==> src/rtl/ulb_pkg.sv <==
`timescale 1ns / 1ps

package ulb_pkg;

	// Block dimensions.
	localparam int NUM_LEDS    = 4;
	localparam int PERIOD_BITS = 16;
	localparam int LED_IDX_W   = (NUM_LEDS > 1) ? $clog2(NUM_LEDS) : 1;

	localparam logic [PERIOD_BITS-1:0] PERIOD_MAX = {PERIOD_BITS{1'b1}};

	// Command characters.
	localparam logic [7:0] CHAR_SPACE = 8'h20;
	localparam logic [7:0] CHAR_ZERO  = 8'h30;
	localparam logic [7:0] CHAR_ONE   = 8'h31;
	localparam logic [7:0] CHAR_NINE  = 8'h39;

	// Request kinds on the input stream.
	localparam logic FUNC_BYTE = 1'b0;
	localparam logic FUNC_TICK = 1'b1;

	// Depth of the queue between the parser and the LED engine.
	localparam int QDEPTH = 2;
	localparam int QPTR_W = 1;
	localparam int QCNT_W = 2;

	// Operation handed from the parser to the LED engine.
	typedef enum logic [1:0] {
		OP_NONE = 2'd0,
		OP_TICK = 2'd1,
		OP_LOAD = 2'd2
	} op_kind_t;

	typedef struct packed {
		op_kind_t               kind;
		logic [LED_IDX_W-1:0]   led;
		logic [PERIOD_BITS-1:0] period;
	} op_t;

	// Reset period of LED i: 100 ms times its number.
	function automatic logic [PERIOD_BITS-1:0] reset_period(input int i);
		reset_period = PERIOD_BITS'(100 * (i + 1));
	endfunction

endpackage

==> src/rtl/ulb_front.sv <==
`timescale 1ns / 1ps

module ulb_front (
	input  logic           clk,
	input  logic           arst_n,
	input  logic           push,
	input  logic           func,
	input  logic [7:0]     rx_byte,
	output ulb_pkg::op_t   op
);

	logic                            cmd_started_q;
	logic [7:0]                      sel_q;
	logic                            digits_done_q;
	logic [ulb_pkg::PERIOD_BITS-1:0] acc_q;

	logic [7:0]                      sel_idx;
	logic                            sel_valid;
	logic                            is_digit;
	logic [ulb_pkg::PERIOD_BITS+3:0] acc_next;

	// Selector decode and the next decimal accumulator value.
	always_comb begin
		sel_idx   = sel_q - ulb_pkg::CHAR_ONE;
		sel_valid = (sel_q >= ulb_pkg::CHAR_ONE) && (sel_idx < 8'(ulb_pkg::NUM_LEDS));
		is_digit  = (rx_byte >= ulb_pkg::CHAR_ZERO) && (rx_byte <= ulb_pkg::CHAR_NINE);
		acc_next  = {1'b0, acc_q, 3'b000} + {3'b000, acc_q, 1'b0}
			+ (ulb_pkg::PERIOD_BITS+4)'(rx_byte[3:0]);
	end

	// Classify the request into an operation for the LED engine.
	always_comb begin
		op.kind   = ulb_pkg::OP_NONE;
		op.led    = sel_idx[ulb_pkg::LED_IDX_W-1:0];
		op.period = acc_q;
		if (func == ulb_pkg::FUNC_TICK) begin
			op.kind = ulb_pkg::OP_TICK;
		end else if (cmd_started_q && rx_byte == ulb_pkg::CHAR_SPACE && sel_valid) begin
			op.kind = ulb_pkg::OP_LOAD;
		end
	end

	// Command parser state.
	always_ff @(posedge clk or negedge arst_n) begin
		if (!arst_n) begin
			cmd_started_q <= 1'b0;
			sel_q         <= '0;
			digits_done_q <= 1'b0;
			acc_q         <= '0;
		end else if (push && func == ulb_pkg::FUNC_BYTE) begin
			priority if (!cmd_started_q) begin
				cmd_started_q <= 1'b1;
				sel_q         <= rx_byte;
				digits_done_q <= 1'b0;
				acc_q         <= '0;
			end else if (rx_byte == ulb_pkg::CHAR_SPACE) begin
				cmd_started_q <= 1'b0;
				sel_q         <= '0;
				digits_done_q <= 1'b0;
				acc_q         <= '0;
			end else if (!digits_done_q) begin
				if (is_digit) begin
					if (acc_next > (ulb_pkg::PERIOD_BITS+4)'(ulb_pkg::PERIOD_MAX)) begin
						acc_q <= ulb_pkg::PERIOD_MAX;
					end else begin
						acc_q <= acc_next[ulb_pkg::PERIOD_BITS-1:0];
					end
				end else begin
					digits_done_q <= 1'b1;
				end
			end
		end
	end

endmodule

==> src/rtl/ulb_queue.sv <==
`timescale 1ns / 1ps

module ulb_queue (
	input  logic          clk,
	input  logic          arst_n,
	input  logic          push,
	input  ulb_pkg::op_t  push_op,
	output logic          full,
	input  logic          pop,
	output logic          empty,
	output ulb_pkg::op_t  head_op
);

	ulb_pkg::op_t                entries_q [ulb_pkg::QDEPTH];
	logic [ulb_pkg::QPTR_W-1:0]  wr_ptr_q;
	logic [ulb_pkg::QPTR_W-1:0]  rd_ptr_q;
	logic [ulb_pkg::QCNT_W-1:0]  count_q;

	assign full    = (count_q == ulb_pkg::QCNT_W'(ulb_pkg::QDEPTH));
	assign empty   = (count_q == '0);
	assign head_op = entries_q[rd_ptr_q];

	// Entry storage.
	always_ff @(posedge clk) begin
		if (push) begin
			entries_q[wr_ptr_q] <= push_op;
		end
	end

	// Pointers and fill count.
	always_ff @(posedge clk or negedge arst_n) begin
		if (!arst_n) begin
			wr_ptr_q <= '0;
			rd_ptr_q <= '0;
			count_q  <= '0;
		end else begin
			if (push) begin
				wr_ptr_q <= wr_ptr_q + 1'b1;
			end
			if (pop) begin
				rd_ptr_q <= rd_ptr_q + 1'b1;
			end
			unique case ({push, pop})
				2'b10:   count_q <= count_q + 1'b1;
				2'b01:   count_q <= count_q - 1'b1;
				default: count_q <= count_q;
			endcase
		end
	end

endmodule

==> src/rtl/ulb_back.sv <==
`timescale 1ns / 1ps

module ulb_back (
	input  logic          clk,
	input  logic          arst_n,
	input  logic          q_empty,
	input  ulb_pkg::op_t  q_op,
	output logic          q_pop,
	output logic          m_tvalid,
	input  logic          m_tready,
	output logic [23:0]   m_tdata,
	output logic          m_tuser
);

	logic [ulb_pkg::PERIOD_BITS-1:0] period_q [ulb_pkg::NUM_LEDS];
	logic [ulb_pkg::PERIOD_BITS-1:0] phase_q  [ulb_pkg::NUM_LEDS];
	logic [ulb_pkg::NUM_LEDS-1:0]    level_q;

	logic [ulb_pkg::PERIOD_BITS-1:0] phase_d  [ulb_pkg::NUM_LEDS];
	logic [ulb_pkg::NUM_LEDS-1:0]    level_d;

	logic                            out_valid_q;
	logic [3:0]                      out_levels_q;
	logic                            out_upd_q;
	logic [1:0]                      out_led_q;
	logic [15:0]                     out_period_q;

	// Take the next operation whenever the output register is free or drains.
	assign q_pop = !q_empty && (!out_valid_q || m_tready);

	// Per-LED half-cycle counters for a tick.
	always_comb begin
		for (int i = 0; i < ulb_pkg::NUM_LEDS; i++) begin
			logic [ulb_pkg::PERIOD_BITS-1:0] p;
			logic [ulb_pkg::PERIOD_BITS:0]   n;
			p = (period_q[i] == '0) ? ulb_pkg::PERIOD_BITS'(1) : period_q[i];
			n = {1'b0, phase_q[i]} + 1'b1;
			if (n >= {1'b0, p}) begin
				phase_d[i] = '0;
				level_d[i] = ~level_q[i];
			end else begin
				phase_d[i] = n[ulb_pkg::PERIOD_BITS-1:0];
				level_d[i] = level_q[i];
			end
		end
	end

	// LED state: ticks advance the counters, loads replace one period.
	always_ff @(posedge clk or negedge arst_n) begin
		if (!arst_n) begin
			for (int i = 0; i < ulb_pkg::NUM_LEDS; i++) begin
				period_q[i] <= ulb_pkg::reset_period(i);
				phase_q[i]  <= '0;
			end
			level_q <= '0;
		end else if (q_pop) begin
			unique case (q_op.kind)
				ulb_pkg::OP_TICK: begin
					phase_q <= phase_d;
					level_q <= level_d;
				end
				ulb_pkg::OP_LOAD: begin
					period_q[q_op.led] <= q_op.period;
				end
				default: begin
				end
			endcase
		end
	end

	// Output register valid flag.
	always_ff @(posedge clk or negedge arst_n) begin
		if (!arst_n) begin
			out_valid_q <= 1'b0;
		end else if (q_pop) begin
			out_valid_q <= 1'b1;
		end else if (m_tready) begin
			out_valid_q <= 1'b0;
		end
	end

	// Output register payload.
	always_ff @(posedge clk) begin
		if (q_pop) begin
			out_levels_q <= 4'((q_op.kind == ulb_pkg::OP_TICK) ? level_d : level_q);
			out_upd_q    <= (q_op.kind == ulb_pkg::OP_LOAD);
			out_led_q    <= (q_op.kind == ulb_pkg::OP_LOAD) ? 2'(q_op.led) : 2'd0;
			out_period_q <= (q_op.kind == ulb_pkg::OP_LOAD) ? 16'(q_op.period) : 16'd0;
		end
	end

	assign m_tvalid = out_valid_q;
	assign m_tdata  = {2'b00, out_period_q, out_led_q, out_levels_q};
	assign m_tuser  = out_upd_q;

	// A stalled result must not be overwritten.
	a_no_pop_on_stall: assert property (@(posedge clk) disable iff (!arst_n)
		(out_valid_q && !m_tready) |-> !q_pop)
		else $error("operation taken while result stalled");

	// Every operation taken produces a result.
	a_pop_gives_result: assert property (@(posedge clk) disable iff (!arst_n)
		q_pop |=> out_valid_q)
		else $error("operation taken without result");

	// A load lands in the LED that it names.
	a_load_lands: assert property (@(posedge clk) disable iff (!arst_n)
		(q_pop && q_op.kind == ulb_pkg::OP_LOAD)
		|=> period_q[$past(q_op.led)] == $past(q_op.period))
		else $error("period load lost");

	// A load reports its period on the output.
	a_load_reported: assert property (@(posedge clk) disable iff (!arst_n)
		(q_pop && q_op.kind == ulb_pkg::OP_LOAD)
		|=> (out_upd_q && out_period_q == 16'($past(q_op.period))))
		else $error("period load not reported");

endmodule

==> src/rtl/uart_command_led_blinker.sv <==
`timescale 1ns / 1ps
// UART command LED blinker.
// The input stream carries one request per item: s_tuser set means a one
// millisecond tick, s_tuser clear means a received UART byte in s_tdata.
// Commands are a selector byte '1' to '4', optional decimal digits and a
// space; they load that LED's half-cycle period (saturating at 65535).
// Every request yields exactly one result on the output stream: the four LED
// levels after the request, plus the loaded LED and period when the byte
// completed a valid command (m_tuser set).
// A request is registered in the queue and then in the output register before
// its result appears on the output.
// Throughput: one request per cycle while the receiver takes every result.
// A two-entry queue sits between parser and engine; when the receiver stalls
// the result holds in the output register, the queue fills, and s_tready
// drops once two further requests are waiting.
// Reset clears the parser, empties the queue and the output, sets all LEDs
// low with periods of 100, 200, 300 and 400 ms.
module uart_command_led_blinker (
	input  logic        clk,
	input  logic        arst_n,
	input  logic        s_tvalid,
	output logic        s_tready,
	input  logic [7:0]  s_tdata,   // [7:0] rx_byte
	input  logic        s_tuser,   // [0] func
	output logic        m_tvalid,
	input  logic        m_tready,
	output logic [23:0] m_tdata,   // [3:0] led_levels, [5:4] updated_led,
	                               // [21:6] updated_period, [23:22] zero
	output logic        m_tuser    // [0] period_updated
);

	ulb_pkg::op_t front_op;
	ulb_pkg::op_t head_op;
	logic         push;
	logic         q_full;
	logic         q_empty;
	logic         q_pop;

	assign s_tready = !q_full;
	assign push     = s_tvalid && s_tready;

	// Parser: classifies each request.
	ulb_front u_front (
		.clk     (clk),
		.arst_n  (arst_n),
		.push    (push),
		.func    (s_tuser),
		.rx_byte (s_tdata),
		.op      (front_op)
	);

	// Queue between parser and LED engine.
	ulb_queue u_queue (
		.clk     (clk),
		.arst_n  (arst_n),
		.push    (push),
		.push_op (front_op),
		.full    (q_full),
		.pop     (q_pop),
		.empty   (q_empty),
		.head_op (head_op)
	);

	// LED engine and output register.
	ulb_back u_back (
		.clk      (clk),
		.arst_n   (arst_n),
		.q_empty  (q_empty),
		.q_op     (head_op),
		.q_pop    (q_pop),
		.m_tvalid (m_tvalid),
		.m_tready (m_tready),
		.m_tdata  (m_tdata),
		.m_tuser  (m_tuser)
	);

endmodule
==> config.mk <==
export PLATFORM = sky130hd
export DESIGN_NAME = uart_command_led_blinker
export DESIGN_NICKNAME = d
export VERILOG_FILES = /design/src/rtl/ulb_pkg.sv /design/src/rtl/ulb_front.sv /design/src/rtl/ulb_queue.sv /design/src/rtl/ulb_back.sv /design/src/rtl/uart_command_led_blinker.sv
export SDC_FILE = /design/constraint.sdc
export NUM_CORES = 1
export LEC_CHECK = 0
export BUFFER_PORTS_ARGS = -buffer_cell sky130_fd_sc_hd__buf_2
export CELL_PAD_IN_SITES_DETAIL_PLACEMENT = 0
export CELL_PAD_IN_SITES_GLOBAL_PLACEMENT = 1
export CORE_MARGIN = 10
export CORE_UTILIZATION = 43
export DETAILED_ROUTE_END_ITERATION = 7
export PLACE_DENSITY = 0.76
export SKIP_LAST_GASP = 1
export SLEW_MARGIN = 10
export SYNTH_ARGS = -nofsm -noshare
export SYNTH_HDL_FRONTEND = slang
export SYNTH_HIERARCHICAL = 1
export SYNTH_SLANG_ARGS = --single-unit
==> constraint.sdc <==
create_clock -name clk -period 3 [get_ports clk]
set_input_delay 0 -clock clk [delete_from_list [all_inputs] [get_ports clk]]
set_output_delay 0 -clock clk [all_outputs]
set_load 0.02 [all_outputs]
# Yosys cells after proc, flatten, opt, wreduce, memory -nomap -nowiden
# Memory sizes are Yosys's and may differ from the RTL's.
# Index checks and enable logic that the tools add are counted.
[op_classes]
n_lt_le_gt_ge = 11
n_eq_ne = 9
mux = 36
reduce_logical = 23
n_bitwise = 6
add_sub_neg = 11
[op_table]
columns = ["operator", "n"]
rows = [
  ["16-bit 2-to-1 mux", 14],
  ["16-bit by 1-bit adder with 17-bit output, second input constant", 4],
  ["17-bit by 16-bit >= comparator with 1-bit output", 4],
  ["64-bit bitwise mux", 1],
  ["16-bit zero test", 4],
  ["16-bit demux with 2-bit select", 1],
  ["19-bit by 17-bit adder with 20-bit output", 1],
  ["20-bit by 4-bit adder with 20-bit output", 1],
  ["20-bit by 16-bit > comparator with 1-bit output, second input constant", 1],
  ["8-bit by 6-bit >= comparator with 1-bit output, second input constant", 2],
  ["8-bit 2-to-1 mux", 2],
  ["1-bit 2-to-1 mux", 14],
  ["8-bit by 6-bit == test with 1-bit output, second input constant", 1],
  ["8-bit by 6-bit <= comparator with 1-bit output, second input constant", 1],
  ["1-bit logical AND", 8],
  ["8-bit by 3-bit less-than comparator with 1-bit output, second input constant", 1],
  ["8-bit by 6-bit subtractor with 8-bit output, second input constant", 1],
  ["2-bit == test, second input constant", 3],
  ["3-bit inequality test, second input constant", 2],
  ["2-bit AND reduction", 3],
  ["1-bit NOT", 5],
  ["2-bit by 1-bit == test with 1-bit output, second input constant", 2],
  ["2-bit 2-to-1 mux", 2],
  ["4-bit 2-to-1 mux", 1],
  ["other kinds (13)", 17],
]
[totals]
output_inout_bits = 27
ram_bits = 40
inputBits = 13
n_memories = 1
reg_bits = 186
wordCells = 118
[mem_list]
columns = ["memory", "words", "word_bits", "read_ports", "rd_ports_with_merged_regs", "wr", "line_no", "text"]
rows = [
  ["u_queue.entries_q", 2, 20, 1, 0, 1, "ulb_queue.sv:14", "ulb_pkg::op_t entries_q [ulb_pkg::QDEPTH];"],
]

# Logic depth before layout (Yosys ltp)
# Gate-level depths: netlist of run 1.
[logic_depth]
word_depth = 8
mapped_depth = 17
ltp_nobuf = 16

# Hierarchy
# Netlist of run 1, hierarchy kept.
[by_module_without_submodules]
columns = ["mod", "area_each_um2", "seq_area_each_um2", "n_inst", "cells_per_inst"]
rows = [
  ["ulb_back", 8883.5, 4035.1, 1, 911],
  ["ulb_front", 2388.5, 650.6, 1, 245],
  ["ulb_queue", 1627.8, 1301.2, 1, 78],
  ["uart_command_led_blinker", 10.0, 0.0, 1, 2],
]

# Worst setup path before layout of run 1
# No wires, ideal clock.
[synth_path]
kind = "flip-flop to flip-flop"
startpoint = "register u_back.out_valid_q, in the netlist u_back/m_tvalid"
endpoint = "register u_back/period_q[10] in the netlist's numbering"
arrival_time_ns = 3.037
path_buffers = 1
slack_ns = -0.161
t_required_ns = 2.875
setup_time_ns = 0.125
stages_incl_launch_ff = 5
synth_period_minus_slack_ns = 3.161
cell_sequence = "dfrtp_1 > a21oi_1 > nand4_1 > clkbuf_1 > mux2_2"
[synth_between]
elab_chain_cells = 4
[synth_rtl]
columns = ["item", "line_no", "text"]
rows = [
  ["from (decl)", "ulb_back.sv:22", "logic out_valid_q;"],
  ["from (signal assigned)", "ulb_back.sv:74", "out_valid_q <= 1'b0;"],
  ["from (signal assigned)", "ulb_back.sv:76", "out_valid_q <= 1'b1;"],
  ["from (signal assigned)", "ulb_back.sv:78", "out_valid_q <= 1'b0;"],
  ["1-bit zero test", "ulb_back.sv:29", "assign q_pop = !q_empty && (!out_valid_q || m_tready);"],
  ["1-bit logical OR", "ulb_back.sv:29", ""],
  ["1-bit logical AND", "ulb_back.sv:29", ""],
  ["named net q_pop", "uart_command_led_blinker.sv:37", "logic q_pop;"],
  ["2-bit AND reduction (no source line)", "-", ""],
  ["to (signal, indexed assignment)", "ulb_back.sv:52", "period_q[i] <= ulb_pkg::reset_period(i);"],
  ["to (signal, indexed assignment)", "ulb_back.sv:63", "period_q[q_op.led] <= q_op.period;"],
  ["to (decl)", "ulb_back.sv:15", "logic [ulb_pkg::PERIOD_BITS-1:0] period_q [ulb_pkg::NUM_LEDS];"],
]
# The timed path passes the listed nets, and every way through them passes these cells.
# A chain may end at the register's enable or synchronous reset.

# Final worst setup path of run 1
[layout_path]
startpoint = "register u_back/phase_q[36] in the netlist's numbering"
endpoint = "register u_back/phase_q[41] in the netlist's numbering"
[layout_between]
elab_chain_cells = 3
[layout_rtl]
columns = ["item", "line_no", "text"]
rows = [
  ["from (decl)", "ulb_back.sv:16", "logic [ulb_pkg::PERIOD_BITS-1:0] phase_q [ulb_pkg::NUM_LEDS];"],
  ["from (signal assigned)", "ulb_back.sv:59", "phase_q <= phase_d;"],
  ["16-bit by 1-bit adder with 17-bit output (*)", "ulb_back.sv:37", "n = {1'b0, phase_q[i]} + 1'b1;"],
  ["17-bit by 16-bit >= comparator with 1-bit output", "ulb_back.sv:38", "if (n >= {1'b0, p}) begin"],
  ["16-bit 2-to-1 mux (*)", "ulb_back.sv:38", ""],
]
# Every way passes the cells marked *; elsewhere a longest branch is shown, timed or not.

==> summary by stage, run 1 <==
Place
Buffers placed on the I/O ports in this run total 37. At the end of routability-driven placement, the weighted congestion stood at 0.8704. The total half-perimeter wirelength after legalization and detailed placement is 22.24 mm.

Layout
In the layout the commonest cells are nand2_1 (154), dfrtp_1 (150), buf_4 (145). The number of nets at the end of the flow is 1553. The share of final-layout standard cells stronger than drive strength 1 is around 33%.

The leading cell type in the layout, fill and taps excluded is nand2_1. The area growth from synthesis to layout is 28.75%. At the end of the flow the core is filled with cells to 56.08%. The count of antenna diodes in the layout is 0.

STA
After layout, the worst setup slack is -0.04023 ns. The actual transition at the worst max-transition pin is 1.232 ns. Headroom to the max-slew limit came out at between 10% and 20%. The hold violation total from the final report is 0.

The number of setup violations in the final report is 6. The number of pins with negative max-slew slack in the final report is 0. The post-route minimum period is 3.040 ns.

The achievable frequency is 328.9 MHz. The final worst-path cycle share is 101.3%. The maximum clock skew at final layout is 0.01142 ns. Setup repair after global routing could not meet its margin everywhere.

Floorplan
The chip width is 193.3 um. For this configuration, the core starts out at a cell density of 43.56%. 40 I/O pins were placed. The count of standard-cell rows is 63. The total area inside the core boundary comes to just under 30000 um^2. The floorplan step defined a die boundary enclosing 37350 um^2. The floorplan die height is 193.3 um.

Setup path
Along the worst path, the maximum fanout reaches 8. The depth of the worst register-to-register path is 16. The worst setup path is launched from a register.

The class of the most critical setup path is reg2reg. At the worst endpoint, the required time is 3.44 ns. STA classifies the critical path endpoint as a register.

The launching element of the worst setup path is u_back/phase_q[36]. Data arrives at the worst endpoint at 3.48 ns. The worst register-to-register path begins at u_back/phase_q[36].

GRT
The global-route usage over all layers is between 10% and 20%. The total grt overflow is 0. The number of antenna violations at the first check in global routing is 0. The first global-routing pass estimated between 50 and 60 mm of wire. The largest net degree at the start of global routing is 39. The number of global-route vias before repair was 9924.

Logic synthesis
The instance count of the mapped netlist is 1236. The netlist uses 84 different library cells. The summed instance area of the synthesized netlist is 12910 um^2. The post-synthesis async set-or-reset flop share is 72.12%.

The number of warnings printed during yosys synthesis is 6. In the synthesized netlist the dominant register cell turns out to be dfrtp_1. The number of flip-flops and latches in the synthesized netlist is 226. The synthesized design contains 63 enable-type register cells. The synthesized area divided by synthesized cell count is 10.44 um^2. The register area share after synthesis is 46.38%.

CTS
The clock passes through at most 3 buffers. The number of buffers created by CTS is 25. The later pin in the worst-skew pair is clocked with a latency of 0.53 ns.

The root buffer cell chosen for the clock tree is clkbuf_16. Clock-pin slew was measured on the worst setup and hold paths at 0.06 ns. The maximum level of the CTS H-tree is 1. The sink count of the clock tree is roughly 230. The clock tree from TritonCTS is yes.

Routing
For this block, the routed nets add up to 32.64 mm of wire. The starting DRC count in detailed routing is 686. The number of nets with antenna violations after detailed routing is 0. The per-cell routed wire length is 17.68 um.

Before antenna repair, the detailed router went through 5 iterations. For this run, design rule violations remaining after detail routing come to 0. After detailed routing, the number of vias per cell comes to 5.322.

The overall via count from detail_route is 9825.

Hold path
The type of the worst min-delay path is in2reg. Counting instances, the worst hold path has a depth of 3. The launch instance of the worst min-delay path is m_tready.

Power and ir drop
The share of total power dissipated in the clock network is 24.6%. In this run switching power makes up 36.10% of total power. The analysis attributes to net switching a power of about 4.8 mW.

Per report_power, the combinational group accounts for between 30% and 40% of the total. The maximum VDD drop is 0.0004172 V. The cell internal power dissipation is 8.454 mW. In this run the power density over the cells is 796.0 nW/um^2.

Per report_power, the sequential group accounts for 36.6% of the total. In this run the static leakage power is 7.529 nW. The overall power is 13.23 mW.

Flow run
The max-cap violation count is 0.

Run status
The flow ran to the end, but the final reports show violations. The checks that failed: setup timing.
[cell usage after synthesis (all sizes together) (6+ instances only)]
master	number	share of area, %
xnor2	51	3.5
a22o	24	1.6
o21a	6	0.35
o31ai	8	0.54
and3	16	0.81
a21oi	57	2.2
ha	101	9.8
buf	14	0.79
edfxtp	63	15
nor4	15	0.73
nor2b	14	0.68
a211oi	6	0.35
nand4	16	0.78
nand3	47	2.0
a21o	17	0.99
dfrtp	150	29
xor2	31	2.1
nor3	15	0.58
nor2	39	1.2
a32oi	14	1.5
and2	25	1.2
nand2	165	4.8
o21ai	91	3.6
dfstp	13	2.6
mux2	58	5.1
clkbuf	27	0.79
inv	82	2.4
[path summary, 6_finish.rpt]
kind,end,slack (ns)
worst max-delay path,u_back/phase_q[41],-0.04
max in group asynchronous,u_back/level_q[0],1.05
worst min-delay path,u_back/m_tvalid,0.21
min in group asynchronous,u_back/phase_q[52],0.49
worst min register to register,u_queue/count_q[1],0.49
worst max register to register,u_back/phase_q[41],-0.04
[flip-flops by register name, summed over array words and instances, names as in the netlist]
register	flops
u_front/digits_done_q	1
u_queue/wr_ptr_q	1
u_back/period_q	64
u_back/out_levels_q	4
u_back/out_period_q	16
u_queue/entries_q	40
u_queue/count_q	2
u_front/sel_q	8
u_front/cmd_started_q	1
u_front/acc_q	16
u_back/m_tvalid	1
u_back/level_q	4
u_back/phase_q	64
u_back/out_led_q	2
u_queue/rd_ptr_q	1
u_back/m_tuser	1
[repair_timing]
item | in CTS | in global routing
endpoints found under the setup margin | 62 | 87
cloned | 2 | 0
buffers inserted | 11 | 21
pin swaps | 32 | 82
hold buffers | 14 | 0
hold endpoints to repair | 174 | 0
gates resized for setup | 46 | 160
[power groups by stage]
| stage | Clock (mW) | Sequential [mW] | Combinational, mW |
|---|---|---|---|
| 3_3_place_gp | 0 | 4.83 | 4.45 |
| 3_5_place_dp | 0 | 4.87 | 4.57 |
| 4_1_cts | 3.33 | 4.82 | 4.77 |
| 6_report | 3.25 | 4.84 | 5.14 |
| 2_1_floorplan | 0 | 4.92 | 2.74 |
| 5_1_grt | 3.45 | 4.95 | 5.66 |
[critical path, stage by stage (launching register included)]
cell	delay, ns
dfrtp_1	0.36
and3_4	0.19
and3_4	0.17
and2_4	0.15
nor2b_4	0.14
nand2_1	0.11
xor2_2	0.19
inv_1	0.06
ha_1	0.29
nand2_2	0.09
nor3_2	0.05
a41o_1	0.20
a221oi_4	0.36
o21ai_4	0.17
buf_6	0.16
nand2b_1	0.13
o21ai_1	0.12
[per-stage QoR]
stage / TNS, ns / setup slack [ns] / std cells / cell area [um^2] / hold WS (ns)
global route: -5.514 / -0.2113 / 1846 / 16620 / 0.2475
CTS: -0.2333 / -0.03965 / 1827 / 15810 / 0.1824
detailed placement: -2.911 / -0.1311 / 1754 / 14460 / -0.04055
floorplan: 0 / 0.001909 / 1237 / 12940 / -0.2956
finish: -0.1226 / -0.04023 / 1846 / 16620 / 0.2063
global placement: -1.713 / -0.1026 / 1754 / 14460 / -0.03835
[metal layers]
layer	part of all wire (%)	vias up	GRT usage (%)	wire (um)
met5	0	-	0	0
met4	1.6	0	3.777	518
met3	3.0	38	2.040	980
met2	49	141	27.97	16110
met1	46	4820	21.82	15040
li1	-	4826	-	-
[cells by family after synthesis]
| kind of cell | after synthesis | share of synthesized area [%] |
|---|---|---|
| other | 1 | 0.02905 |
| muxes | 59 | 5.166 |
| AOI/OAI and AO/OA | 265 | 14.50 |
| xor gates and xnor gates | 82 | 5.563 |
| DFF | 226 | 46.38 |
| and+or+nand+nor | 374 | 14.03 |
| adders and majority gates | 103 | 10.10 |
| buffers and inverters | 126 | 4.235 |
[cell type report]
cell class | instances | area (um^2)
repair buffers | 216 | 1709
inverters | 82 | 307.8
fillers | 2567 | 13020
clock inverters | 13 | 162.7
multi-input cells | 886 | 7249
clock buffers | 33 | 716.9
well taps | 390 | 488.0
flip-flops and latches | 226 | 5987
Power figures use the tool's default switching activity.
==> run 2, diff against run 1 <==
--- a/config.mk
+++ b/config.mk
@@ -8,10 +8,10 @@
 export BUFFER_PORTS_ARGS = -buffer_cell sky130_fd_sc_hd__buf_2
 export CELL_PAD_IN_SITES_DETAIL_PLACEMENT = 0
 export CELL_PAD_IN_SITES_GLOBAL_PLACEMENT = 1
-export CORE_MARGIN = 10
+export CORE_MARGIN = 2
 export CORE_UTILIZATION = 43
 export DETAILED_ROUTE_END_ITERATION = 7
-export PLACE_DENSITY = 0.76
+export PLACE_DENSITY = 0.73
 export SKIP_LAST_GASP = 1
 export SLEW_MARGIN = 10
 export SYNTH_ARGS = -nofsm -noshare
==> constraint.sdc (replaced) <==
create_clock -name clk -period 3.3 [get_ports clk]
set_input_delay 0 -clock clk [delete_from_list [all_inputs] [get_ports clk]]
set_output_delay 0 -clock clk [all_outputs]
set_load 0.02 [all_outputs]
==> run 2 against run 1 <==
The flow now finishes without violations. First-iteration DRC count fell by 20%. Hold slack got worse by 0.15 ns. Register-to-register slack improved by 0.21 ns. Largest power group is now registers. Cell count fell by 5.2%.
==> summary by stage, run 2 (synthesis results as in run 1) <==
CTS
The number of buffers created by CTS is 25 (unchanged). The maximum root-to-sink buffer count came to 3 (unchanged). The source-to-sink clock delay at the later pin of the worst-skew pair is 0.54 ns (about the same).

The tree is rooted in a clkbuf_16. The sink count of the clock tree is 226 (unchanged). TritonCTS built the clock tree.

The maximum level of the CTS H-tree came to 1 (unchanged). The clock-pin slew of the registers on the worst-case setup and hold paths is 0.06 ns (about the same).

Routing
The number of detailed-route iterations in the first pass was 5 (unchanged). The per-cell routed wire length is 17.31 um (-2.1%). The aggregate routed wire length is 30.30 mm (-7.2%). The post-detailed-route DRC marker count came to 0 (unchanged). The starting DRC count in detailed routing is 549 (-20%).

The number of nets with antenna violations after detailed routing is 0 (unchanged). The overall via count from detail_route is 9388 (-4.4%). The mean number of vias per cell is 5.365 (+0.79%).

STA
The post-route minimum period is 3.134 ns (+0.09351 ns). The worst slew margin relative to its limit came to 27.30% (+9.4 points). The number of pins with negative max-slew slack in the final report is 0 (unchanged).

The final worst-path setup slack is 0.1663 ns (+0.2065 ns). The final worst-path cycle share is 94.96% (-6.4 points). The final setup TNS is 0 ns (+0.1226 ns). The maximum clock skew at final layout is 0.01768 ns (+0.006262 ns). The number of setup violations in the final report is 0 (-6). The achievable frequency is 319.1 MHz (-3.0%). The actual transition at the worst max-transition pin was 1.090 ns (-0.1415 ns). The hold violation total from the final report is 0 (unchanged).

Hold path
The type of the worst min-delay path is in2async.

GRT
The largest net degree at the start of global routing is 87 (+120%). The number of global-route vias before repair was 9081 (-8.5%). The met3 global-route usage was 2.620% (+0.58 points). The number of antenna violations at the first check in global routing came to 0 (unchanged).

The fraction of met2 tracks used by global routing is 30.12% (+2.2 points). The layer flagged by global routing as most heavily used is met2. The global-route usage over all layers is 19.45% (+3.0 points). The met1 track demand over resource in global routing came to 29.00% (+7.2 points).

The total grt overflow was 0 (unchanged). The global-route wire length before repair is 48.85 mm (-6.3%).

Flow run
The max-cap violation count is 0 (unchanged).

Layout
The largest registers in the layout are u_back/period_q (64), u_back/phase_q (64), u_queue/entries_q (40). The number of nets at the end of the flow is 1457 (-6.2%). The final standard cell utilization of the core is 51.25% (-4.8 points).

The share of final-layout standard cells stronger than drive strength 1 is 22.13% (-11 points). The top cell types in the final layout, fill and taps aside, are nand2_1 (162), dfrtp_1 (148), ha_1 (101). The count of antenna diodes in the layout is 0 (unchanged).

The library cell used most frequently in the layout, excluding fill and tap cells, is nand2_1. From synthesis to final layout, the design area changed by 17.65%. The final non-filler cell area is 15190 um^2 (-8.6%).

Setup path
The internal reg-to-reg setup slack is 0.17 ns (+0.21 ns). The required time of the worst setup path is 3.59 ns (+0.15 ns). The kind of start point of the critical path is a register. The maximum fanout along the worst path is 7 (-1).

The signal arrival time at the worst endpoint is 3.42 ns (-0.06 ns). The capturing element type of the critical path is a register. The critical path is of the reg2reg type.

Run status
The flow ran to the end, and the final reports show no timing, DRC or antenna violations.

Floorplan
The floorplan die height is 177.3 um (-8.3%). The chip width is 177.3 um (-8.3%). The number of ports placed on the die boundary came to 40 (unchanged).

The count of standard-cell rows came to 63 (unchanged). The overall die area is 31420 um^2 (-16%). The floorplan core area is 29640 um^2 (unchanged). The effective utilization at floorplan is 43.56% (unchanged).

Place
The number of I/O port buffers is 37 (unchanged). The pre-CTS worst setup slack was 0.04529 ns (+0.1764 ns). The instance area at placement is 13840 um^2 (-4.3%). The total half-perimeter wirelength after legalization and detailed placement is 21.27 mm (-4.4%).

The routability congestion estimate was 0.8396 (-3.5%).

Power and ir drop
The power per standard cell area is 753.1 nW/um^2 (-5.4%). The static leakage power is 6.889 nW (-8.5%). The maximum VDD drop is 0.0004657 V (+12%).
[run 2: cell types whose count changed in the layout (fill, tap and decap cells not counted), sizes merged]
cell / before / now
buf: 202 / 108
clkbuf: 33 / 31
dlygate4sd3: 14 / 12
and2: 26 / 25
bufinv: 3 / 4
clkinv: 5 / 6
nand3: 47 / 48
[run 2: path summary, 6_finish.rpt]
check / start / end / depth (start not counted)
worst min register to register: u_queue/wr_ptr_q / u_queue/wr_ptr_q / 1
worst max-delay path: u_back/phase_q[19] / u_back/out_levels_q[2] / 14
max in group asynchronous: arst_n / u_front/digits_done_q / 3
min in group clk: m_tready / u_back/m_tvalid / 3
worst max register to register: u_back/phase_q[19] / u_back/out_levels_q[2] / 14
worst min-delay path: arst_n / u_back/phase_q[44] / 2
[run 2: layout make-up]
cell class              count  area (um^2)
fillers                  2727        14450
inverters                  82        307.8
clock inverters            15        186.4
repair buffers            120        884.6
flip-flops and latches    226         5989
multi-input cells         886         6654
well taps                 390        488.0
clock buffers              31        678.2
[run 2: power breakdown]
| group | leakage [nW] | switching, mW | internal [mW] |
|---|---|---|---|
| registers | 2.67 | 0.560 | 3.88 |
| logic | 3.80 | 2.39 | 1.67 |
| clock network | 0.420 | 1.16 | 1.77 |
| total | 6.89 | 4.11 | 7.32 |
[run 2: metrics by stage]
step,total power [mW],instances,hold slack [ns]
final,11.44,1750,0.05324
after global routing,12.19,1750,0.1683
after CTS,11.34,1736,0.1370
after detailed placement,8.342,1678,0.1433
after global placement,8.238,1678,0.1425
after floorplan,6.960,1237,-0.2956
[run 2: critical path, stage by stage (launching register included)]
cell	delay, ns
dfrtp_1	0.41
and3_1	0.22
and3_1	0.21
nand2_1	0.14
nor2_2	0.05
and2_1	0.18
xor2_2	0.16
ha_1	0.33
a21oi_1	0.15
nand2_1	0.07
a211o_1	0.33
o31ai_4	0.33
nand2_4	0.14
nand2_1	0.12
xnor2_1	0.06
[run 2: what timing repair did]
action / CTS / global route
endpoints found under the setup margin: 1 / 54
cloned: 0 / 1
pin swaps: 0 / 17
hold buffers: 12 / 0
endpoints found under the hold margin: 97 / 0
gates resized for setup: 1 / 53
buffers inserted: 0 / 13
[run 2: routing by layer]
| layer | routed length (um) | share of wire, % |
|---|---|---|
| met5 | 0 | 0 |
| met3 | 1062 | 3.5 |
| met1 | 15080 | 50 |
| met4 | 427 | 1.4 |
| met2 | 13720 | 45 |
==> run 3, diff against run 2 <==
--- a/config.mk
+++ b/config.mk
@@ -12,8 +12,9 @@
 export CORE_UTILIZATION = 43
 export DETAILED_ROUTE_END_ITERATION = 7
 export PLACE_DENSITY = 0.73
+export SETUP_SLACK_MARGIN = 0.05
 export SKIP_LAST_GASP = 1
-export SLEW_MARGIN = 10
+export SLEW_MARGIN = 20
 export SYNTH_ARGS = -nofsm -noshare
 export SYNTH_HDL_FRONTEND = slang
 export SYNTH_HIERARCHICAL = 1
==> constraint.sdc (replaced) <==
create_clock -name clk -period 3 [get_ports clk]
set_input_delay 0 -clock clk [delete_from_list [all_inputs] [get_ports clk]]
set_output_delay 0 -clock clk [all_outputs]
set_load 0.02 [all_outputs]
==> run 3 against run 2 <==
The flow now finishes with violations (setup timing). Sequential power grew 9.2%. Power grew 12%. First-iteration DRC count shrank 17%. Critical endpoint is now u_back/phase_q[45]. Largest power group is now combinational cells.
==> summary by stage, run 3 (synthesis results as in run 1) <==
Layout
Leaving out fill and tap cells, the most frequent cells in the layout are nand2_1 (150), dfrtp_1 (150), buf_4 (137). From synthesis to final layout, the design area changed by 27.79%. The count of antenna diodes in the layout is 0 (unchanged).

The non-filler instance count after layout is 1841 (+5.2%). The number of nets at the end of the flow is 1547 (+6.2%). The share of final-layout standard cells stronger than drive strength 1 is 32.53% (+10 points). In the final layout, the registers with the most flip-flops are u_back/period_q (64), u_back/phase_q (64), u_queue/entries_q (40).

Place
The total half-perimeter wirelength after legalization and detailed placement was 21.89 mm (+2.9%). The cell count after placement is 1742 (+3.8%). The routability congestion estimate is 0.8250 (-1.7%). The number of I/O port buffers is 37 (unchanged).

Power and ir drop
The cell internal power dissipation is 8.080 mW (+10%). The power per standard cell area was 779.0 nW/um^2 (+3.4%). The clock group share of total power came to 22.9% (-2.8 points). The static leakage power is 7.480 nW (+8.6%). The maximum VDD drop is 0.0005658 V (+22%).

The part of the power in combinational logic is 39.3% (+3.8 points). The proportion of power drawn by flip-flops and latches is 37.7% (-1.1 points). The overall power is 12.85 mW (+12%). The power dissipated by switching net loads is 4.771 mW (+16%).

The proportion of total power due to net switching is 37.12% (+1.2 points).

Run status
The run finished, with violations left. The checks that failed: setup timing.

Routing
The per-cell routed wire length came to 17.15 um (-0.96%). The number of nets with antenna violations after detailed routing was 0 (unchanged). The post-detailed-route DRC marker count is 0 (unchanged). The starting DRC count in detailed routing is 455 (-17%).

The overall via count from detail_route came to 9735 (+3.7%). The mean number of vias per cell is 5.288 (-1.4%). The aggregate routed wire length came to 31.57 mm (+4.2%). The number of detailed-route iterations in the first pass was 4 (-1).

GRT
The global-route usage over all layers is 20.15% (+0.70 points). The met3 global-route usage came to 1.954% (-0.67 points). The global-route wire length before repair was 51.00 mm (+4.4%). In this run the most used layer during global routing was met2. The number of global-route vias before repair is 9623 (+6.0%).

The total grt overflow is 0 (unchanged). The fraction of met2 tracks used by global routing was 33.37% (+3.2 points). The largest net degree at the start of global routing is 55 (-37%). The number of antenna violations at the first check in global routing came to 0 (unchanged). The met1 track demand over resource in global routing is 29.04% (+0.043 points).

Setup path
The kind of start point of the critical path is a register. The endpoint of the worst register-to-register path is u_back/phase_q[45]. The number of buffers and inverters on the critical path came to 2 (+2).

The signal on the critical path passes through and3_4 > and3_4 > and2_4 > buf_6 > nand2_4 > xnor2_4 > ha_1 > and2_4 > a221o_1 > a221oi_4 > o21ai_4 > buf_12 > o31ai_4. The family with the most delay on the worst path is compound AO/OA/AOI/OAI gates. The startpoint identified for the worst register-to-register timing path is u_back/phase_q[34]. The required time of the worst setup path is 3.42 ns (-0.17 ns). The setup path with the least slack is of type reg2reg.

The largest individual stage delay along the critical path comes from the cell dfrtp_1. The internal reg-to-reg setup slack came to -0.04 ns (-0.20 ns). The depth of the worst register-to-register path came to 13 (-1). The maximum fanout along the worst path is 8 (+1). The signal arrival time at the worst endpoint was 3.46 ns (+0.04 ns). The worst setup path is captured at a register. The highest cell delay on the worst timing path is 0.37 ns (-0.04 ns).

CTS
The maximum root-to-sink buffer count is 3 (unchanged). The source-to-sink clock delay at the later pin of the worst-skew pair is 0.54 ns (about the same). The sink count of the clock tree is 226 (unchanged). The maximum level of the CTS H-tree came to 1 (unchanged). The clock tree from TritonCTS is yes.

The clock-pin slew of the registers on the worst-case setup and hold paths is 0.06 ns (about the same). The number of buffers created by CTS is 26 (+4.0%). CTS placed an instance of clkbuf_16 at the clock tree root.

STA
The maximum clock skew at final layout is 0.02725 ns (+0.009569 ns). The final-layout worst hold slack is 0.2005 ns (+0.1473 ns). The hold violation total from the final report was 0 (unchanged). The number of setup violations in the final report was 7 (+7). The final worst-path setup slack is -0.03638 ns (-0.2026 ns). The number of pins with negative max-slew slack in the final report is 0 (unchanged). Setup repair after global routing could not meet its margin everywhere.

The final worst-path cycle share came to 101.2% (+6.3 points). The post-route minimum period is 3.036 ns (-0.09736 ns). The actual transition at the worst max-transition pin is 1.032 ns (-0.05798 ns). The worst slew margin relative to its limit is 31.17% (+3.9 points). The achievable frequency was 329.3 MHz (+3.2%).

Floorplan
The floorplan core area is 29640 um^2 (unchanged). The floorplan die height is 177.3 um (unchanged). The overall die area is 31420 um^2 (unchanged). The count of standard-cell rows is 63 (unchanged). The chip width is 177.3 um (unchanged). The number of ports placed on the die boundary was 40 (unchanged). The effective utilization at floorplan is 43.56% (unchanged).

Hold path
The instance count along the most critical hold path is 3. The type of the worst min-delay path is in2reg. The startpoint identified for the worst hold timing path is m_tready.

The worst hold path terminates at u_back/m_tvalid.

Flow run
The max-cap violation count is 0 (unchanged).
-- run 3: how the worst max path moves through the flow --
stage	startpoint	end	slack, ns	cells past startpoint
after CTS	u_front/acc_q[2]	u_front/acc_q[8]	-0.03	9
after global routing	u_back/phase_q[32]	u_back/phase_q[45]	-0.16	13
after detailed placement	u_back/phase_q[48]	u_back/phase_q[61]	-0.13	15
after floorplan	u_back/phase_q[48]	u_back/phase_q[60]	0.06	16
after global placement	u_back/phase_q[48]	u_back/phase_q[63]	-0.14	15
final	u_back/phase_q[34]	u_back/phase_q[45]	-0.04	13
-- run 3: final cells by class --
class | instances | area (um^2)
fillers | 2676 | 13140
multi-input cells | 887 | 7269
flip-flops and latches | 226 | 5987
repair buffers | 208 | 1643
clock buffers | 31 | 679.4
well taps | 390 | 488.0
inverters | 82 | 307.8
clock inverters | 17 | 122.6
-- run 3: metal layers --
metal	vias up	wire length, um
met2	133	15320
met3	32	878
li1	4816	-
met1	4754	15000
met4	0	364
met5	-	0
-- run 3: power groups by stage --
stage          logic [mW]  clock network (mW)  registers (mW)
2_1_floorplan        2.76                   0            4.93
3_3_place_gp         4.47                   0            4.85
3_5_place_dp         4.55                   0            4.88
4_1_cts              4.80                3.03            4.84
5_1_grt              5.61                3.15            4.96
6_report             5.05                2.95            4.85
-- run 3: timing repair --
item	4_1_cts	5_1_grt
gates resized for setup	53	128
endpoints found under the hold margin	173	0
buffers inserted	12	22
setup endpoints to repair	70	88
hold buffers	14	0
gates cloned	1	2
pin swaps	34	74
-- run 3: through the flow --
step | util [%] | worst slack (ns) | area, um^2 | TNS [ns]
6_report | 55.66 | -0.03638 | 16500 | -0.1412
3_5_place_dp | 48.61 | -0.1330 | 14410 | -3.395
5_1_grt | 55.66 | -0.1615 | 16500 | -4.333
2_1_floorplan | - | 0.06183 | 12980 | 0
3_3_place_gp | 48.61 | -0.1388 | 14410 | -2.595
4_1_cts | 53.02 | -0.02649 | 15720 | -0.1731
-- run 3: worst register-to-register path, cell delays in order (launching register included) --
cell	delay, ns
dfrtp_1	0.37
and3_4	0.21
and3_4	0.18
and2_4	0.14
buf_6	0.11
nand2_4	0.06
xnor2_4	0.20
ha_1	0.26
and2_4	0.16
a221o_1	0.35
a221oi_4	0.31
o21ai_4	0.14
buf_12	0.17
o31ai_4	0.25
